<file path="config.mk">
export PLATFORM = sky130hd
export DESIGN_NAME = cqc_mul32
export DESIGN_NICKNAME = d
export VERILOG_FILES = /design/src/sv/cqc_mul32.sv
export SDC_FILE = /design/constraint.sdc
export NUM_CORES = 2
export LEC_CHECK = 0
export ABC_AREA = 1
export BUFFER_PORTS_ARGS = -buffer_cell sky130_fd_sc_hd__buf_2
export CAP_MARGIN = 10
export CORE_UTILIZATION = 38
export DETAILED_ROUTE_END_ITERATION = 7
export GPL_ROUTABILITY_DRIVEN = 0
export GPL_TIMING_DRIVEN = 0
export PLACE_DENSITY = 0.56
export SYNTH_ARGS = -nofsm -noshare
export SYNTH_HDL_FRONTEND = slang
export SYNTH_SLANG_ARGS = --single-unit
</file>
<file path="constraint.sdc">
create_clock -name i_clk -period 8.7 [get_ports i_clk]
set_input_delay 0.87 -clock i_clk [delete_from_list [all_inputs] [get_ports i_clk]]
set_output_delay 0.87 -clock i_clk [all_outputs]
set_load 0.03 [all_outputs]
</file>
<file path="src/sv/cqc_mul32.sv">
// 64x64 low-half product from three 32x32 partial products (high-by-high is not needed), one per cycle.
module cqc_mul32 (
    input  logic        i_clk,
    input  logic        i_rst_n,
    input  logic        i_start,
    input  logic [63:0] i_a,
    input  logic [63:0] i_b,
    output logic        o_done,
    output logic [63:0] o_prod
);
    logic [63:0] r_a, r_b, r_acc;
    logic [2:0]  r_cnt;
    logic        r_busy;
    logic [31:0] w_x, w_y;
    logic [63:0] w_pp;

    always_comb begin
        w_x = r_cnt[1] ? r_a[63:32] : r_a[31:0];
        w_y = r_cnt[0] ? r_b[63:32] : r_b[31:0];
    end
    assign w_pp = 64'(w_x) * 64'(w_y);

    always_ff @(posedge i_clk) begin
        if (!i_rst_n) begin
            r_busy <= 1'b0;
            o_done <= 1'b0;
            r_cnt  <= '0;
        end else begin
            o_done <= 1'b0;
            if (i_start) begin
                r_a <= i_a; r_b <= i_b; r_acc <= '0; r_cnt <= '0; r_busy <= 1'b1;
            end else if (r_busy) begin
                case (r_cnt[1:0])
                    2'd0: r_acc <= r_acc + w_pp;
                    2'd1, 2'd2: r_acc <= r_acc + {w_pp[31:0], 32'd0};
                    default: ;
                endcase
                if (r_cnt == 3'd3) begin
                    r_busy <= 1'b0;
                    o_done <= 1'b1;
                end
                r_cnt <= r_cnt + 3'd1;
            end
        end
    end
    assign o_prod = r_acc;
endmodule

</file>
==> run_summary.xml <==
<?xml version="1.0" encoding="UTF-8"?>
<metrics>
  <group name="global_route">
    <metric name="grt_antenna_before_repair" unit="">7</metric>
    <metric name="grt_util_all_layers" unit="">0.3187</metric>
    <metric name="maximum_number_of_pins_on_one_net_before_global_route_repair" unit="">97</metric>
    <metric name="wire_length_of_the_first_global_routing_pass" unit="um">288600</metric>
    <metric name="grt_overflow" unit="">0</metric>
    <metric name="grt_pass1_vias" unit="">43643</metric>
  </group>
  <group name="drt">
    <metric name="viasPerCell" unit="">5.387</metric>
    <metric name="via_count" unit="">42918</metric>
    <metric name="wl_per_cell" unit="um">25.03</metric>
    <metric name="detail_route.drc_violations" unit="">0</metric>
    <metric name="final_antenna_net_count" unit="">0</metric>
    <metric name="drt_wl_total" unit="um">199400</metric>
    <metric name="drt_first_iter_violations" unit="">4486</metric>
    <metric name="met3_length" unit="um">22260</metric>
    <metric name="met1Wirelength" unit="um">73110</metric>
    <metric name="wl_met2" unit="um">86930</metric>
    <metric name="topRoutingLayerUsed" unit="">met5</metric>
    <metric name="dr.pass1.iters" unit="">6</metric>
  </group>
  <group name="cts">
    <metric name="tritoncts" unit="">built</metric>
    <metric name="holdBufCountCts" unit="">0</metric>
    <metric name="cts_inserted_buffers" unit="">17</metric>
    <metric name="clk_transition_reported_paths" unit="ns">0.10</metric>
    <metric name="total_clock_sinks" unit="">197</metric>
    <metric name="cts_htree_levels" unit="">4</metric>
    <metric name="root_buffer" unit="">sky130_fd_sc_hd__clkbuf_16</metric>
    <metric name="cts.path.max_buffers" unit="">2</metric>
    <metric name="clk_latency" unit="ns">0.56</metric>
  </group>
  <group name="synthesis">
    <metric name="yosys.area_share.adder" unit="">0.4786</metric>
    <metric name="synth_compound_gate_area_share" unit="">0.06904</metric>
    <metric name="syn_nets" unit="">7205</metric>
    <metric name="yosys.area_share.xor_xnor" unit="">0.01834</metric>
    <metric name="post_synth.cell_area_avg" unit="um^2">8.142</metric>
    <metric name="post_synth_and_or_nand_nor_area_fraction" unit="">0.1921</metric>
    <metric name="yosys-mux-area-fraction" unit="">0</metric>
    <metric name="synth.top_cells.by_area" unit="">sky130_fd_sc_hd__fa_1 38%, sky130_fd_sc_hd__edfxtp_1 12%, sky130_fd_sc_hd__ha_1 9.8%</metric>
    <metric name="synth_top_family_by_area" unit="">adder cells</metric>
    <metric name="syn_inst" unit="">5805</metric>
    <metric name="synth.lib_cells_used.distinct" unit="">47</metric>
    <metric name="synth.cell_area" unit="mm^2">0.04727</metric>
    <metric name="postSynthRegisterBits" unit="">197</metric>
    <metric name="part_of_the_yosys_area_used_for_sequential_elements" unit="">0.1241</metric>
    <metric name="synthesis.yosys.warnings" unit="">0</metric>
    <metric name="post-synth-top-area-fraction" unit="">0.3803</metric>
    <metric name="post-synth-top-area-cell" unit="">sky130_fd_sc_hd__fa_1</metric>
  </group>
  <group name="sta">
    <metric name="finalSetupViolations" unit="">47</metric>
    <metric name="fin_worst_skew" unit="ns">0.02085</metric>
    <metric name="fin_crit_sh" unit="">1.098</metric>
    <metric name="worstMarginPinSlew" unit="ns">1.188</metric>
    <metric name="layout_min_cycle_time" unit="ns">9.550</metric>
    <metric name="final_max_slew_viol_count" unit="">0</metric>
    <metric name="worst_slew_margin_rel" unit="">0.2025</metric>
    <metric name="setup_repair_after_global_routing_missed_its_margin" unit="">yes</metric>
    <metric name="finalWorstSetupSlack" unit="ns">-0.8500</metric>
    <metric name="fmax" unit="GHz">0.1047</metric>
    <metric name="timing.final.hold_violations" unit="">0</metric>
  </group>
  <group name="layout">
    <metric name="nNetsFinal" unit="">7712</metric>
    <metric name="fin_util" unit="">0.4757</metric>
    <metric name="final_layout_size_suffix_gt1_frac" unit="">0.2304</metric>
    <metric name="area_delta_synth_final" unit="%">24.28</metric>
    <metric name="fin_area" unit="mm^2">0.05874</metric>
  </group>
  <group name="critical_path">
    <metric name="timing.critical_path.required" unit="ns">8.98</metric>
    <metric name="crit_path_top_delay_cell" unit="">sky130_fd_sc_hd__fa_2</metric>
    <metric name="worstSetupEndpointType" unit="">flop</metric>
    <metric name="critPathMaxFanout" unit="">10</metric>
    <metric name="critical_path_class" unit="">reg2reg</metric>
    <metric name="critPathBufInv" unit="">9</metric>
    <metric name="slowest_delay" unit="ns">0.62</metric>
    <metric name="start_kind" unit="">flop</metric>
    <metric name="timing.critical_path.max_delay_family" unit="">adder cells</metric>
    <metric name="cp_data_arrival_time" unit="ns">9.83</metric>
  </group>
  <group name="placed_design">
    <metric name="hpwlAfterDp" unit="um">159700</metric>
    <metric name="buffer_ports.inserted" unit="">195</metric>
    <metric name="placement.cell_area" unit="mm^2">0.05047</metric>
  </group>
  <group name="worst_hold_path">
    <metric name="worst_hold_path_type" unit="">in2reg</metric>
  </group>
  <group name="outcome">
    <metric name="status" unit="">finished with violations</metric>
    <metric name="violated_checks" unit="">negative setup slack</metric>
  </group>
  <group name="floorplanning">
    <metric name="initial_utilization" unit="">0.3828</metric>
    <metric name="fp.dieArea" unit="mm^2">0.1258</metric>
    <metric name="core" unit="mm^2">0.1235</metric>
    <metric name="chipWidth" unit="um">354.7</metric>
    <metric name="number_of_placement_rows" unit="">129</metric>
    <metric name="die-height" unit="um">354.7</metric>
    <metric name="design.portCount" unit="">196</metric>
  </group>
  <group name="flow_run">
    <metric name="maxCapViolations" unit="">0</metric>
  </group>
</metrics>
worst reg2reg max path: cells and delay by family, from the launching register on:
family,cells,cell delay [ns]
adders and majority gates,10,4.88
and+or+nand+nor,10,1.58
buffers and inverters,9,1.20
AOI/OAI and AO/OA,6,0.97
DFF,1,0.36
xor gates and xnor gates,1,0.26
sequential cells by signal, indices dropped and copies added, names as in the netlist:
name    flops
o_done      1
r_cnt       3
r_busy      1
r_b        64
o_prod     64
r_a        64
Yosys cell counts (all sizes together):
library cell,n
or2,67
nand2b,1
buf,131
o221ai,2
o211ai,10
xor2,67
nor2,917
a21boi,8
xnor2,32
edfxtp,192
a31oi,11
a21o,24
nor4,9
nand3b,15
nand3,148
inv,1247
a21oi,256
a211o,1
ha,371
o21bai,30
clkinv,12
nand4,16
nand2,1027
clkbuf,52
nor3,26
dfxtp,5
o21a,6
a211oi,3
fa,898
and3,6
o21ai,215
cell type report:
class                      instances  area (um^2)
antenna                            5        12.51
clock buffer                      17        425.4
inverter                        1259         4843
tap                             1637         2048
buffer                           182         1968
sequential                       197         5871
fill                           11916        64730
timing repair buffer             489         3884
clock inverter                    15        192.7
multi-input combinational       4166        39500
logic make-up after synthesis:
family | Yosys count
and+or+nand+nor | 2232
buffers and inverters | 1442
adders and majority gates | 1269
AOI/OAI and AO/OA | 566
DFF | 197
xor gates and xnor gates | 99
worst paths after layout:
kind	start	end	slack, ns	cells after the start
max reg2reg	r_cnt[0]	o_prod[60]	-0.85	36
max	r_cnt[0]	o_prod[60]	-0.85	36
min	i_a[22]	r_a[22]	0.47	1
min reg2reg	r_cnt[2]	r_cnt[2]	0.50	2
routing by layer:
| metal | up-vias | global-route usage |
|---|---|---|
| met5 | - | 0 |
| met4 | 8 | 0.2170 |
| met3 | 630 | 0.09306 |
| met2 | 2524 | 0.4859 |
| met1 | 21253 | 0.3897 |
| li1 | 18503 | - |
through the flow:
| stage | worst slack (ns) | TNS (ns) | hold WS, ns | cells |
|---|---|---|---|---|
| floorplan | 0.2191 | 0 | 0.4781 | 5805 |
| global placement | -3.810 | -280.39 | 0.4856 | 7637 |
| detailed placement | -3.393 | -135.67 | 0.4909 | 7649 |
| CTS | -0.8142 | -29.83 | 0.4261 | 7867 |
| global route | -1.143 | -42.71 | 0.4516 | 7962 |
| finish | -0.8500 | -29.80 | 0.4713 | 7967 |
layout by cell type, fill, tap and decap left out, types with 110 or more instances in the layout:
master | netlist | routed
sky130_fd_sc_hd__buf_2 | 125 | 211
sky130_fd_sc_hd__inv_1 | 1230 | 1169
sky130_fd_sc_hd__a21oi_1 | 246 | 153
sky130_fd_sc_hd__buf_4 | 1 | 257
sky130_fd_sc_hd__fa_1 | 898 | 847
sky130_fd_sc_hd__ha_1 | 371 | 302
sky130_fd_sc_hd__nand3_1 | 135 | 110
sky130_fd_sc_hd__edfxtp_1 | 192 | 192
sky130_fd_sc_hd__nor2_1 | 906 | 822
sky130_fd_sc_hd__nand2_1 | 1013 | 939
timing repair:
action | in CTS | in global routing
buffers inserted | 183 | 94
endpoints found under the setup margin | 54 | 53
resized for setup | 855 | 401
gates cloned | 4 | 2
pin swaps | 129 | 133
Power is not shown: default switching activity piles up to over one toggle a cycle in this logic, so the estimate is an artifact.
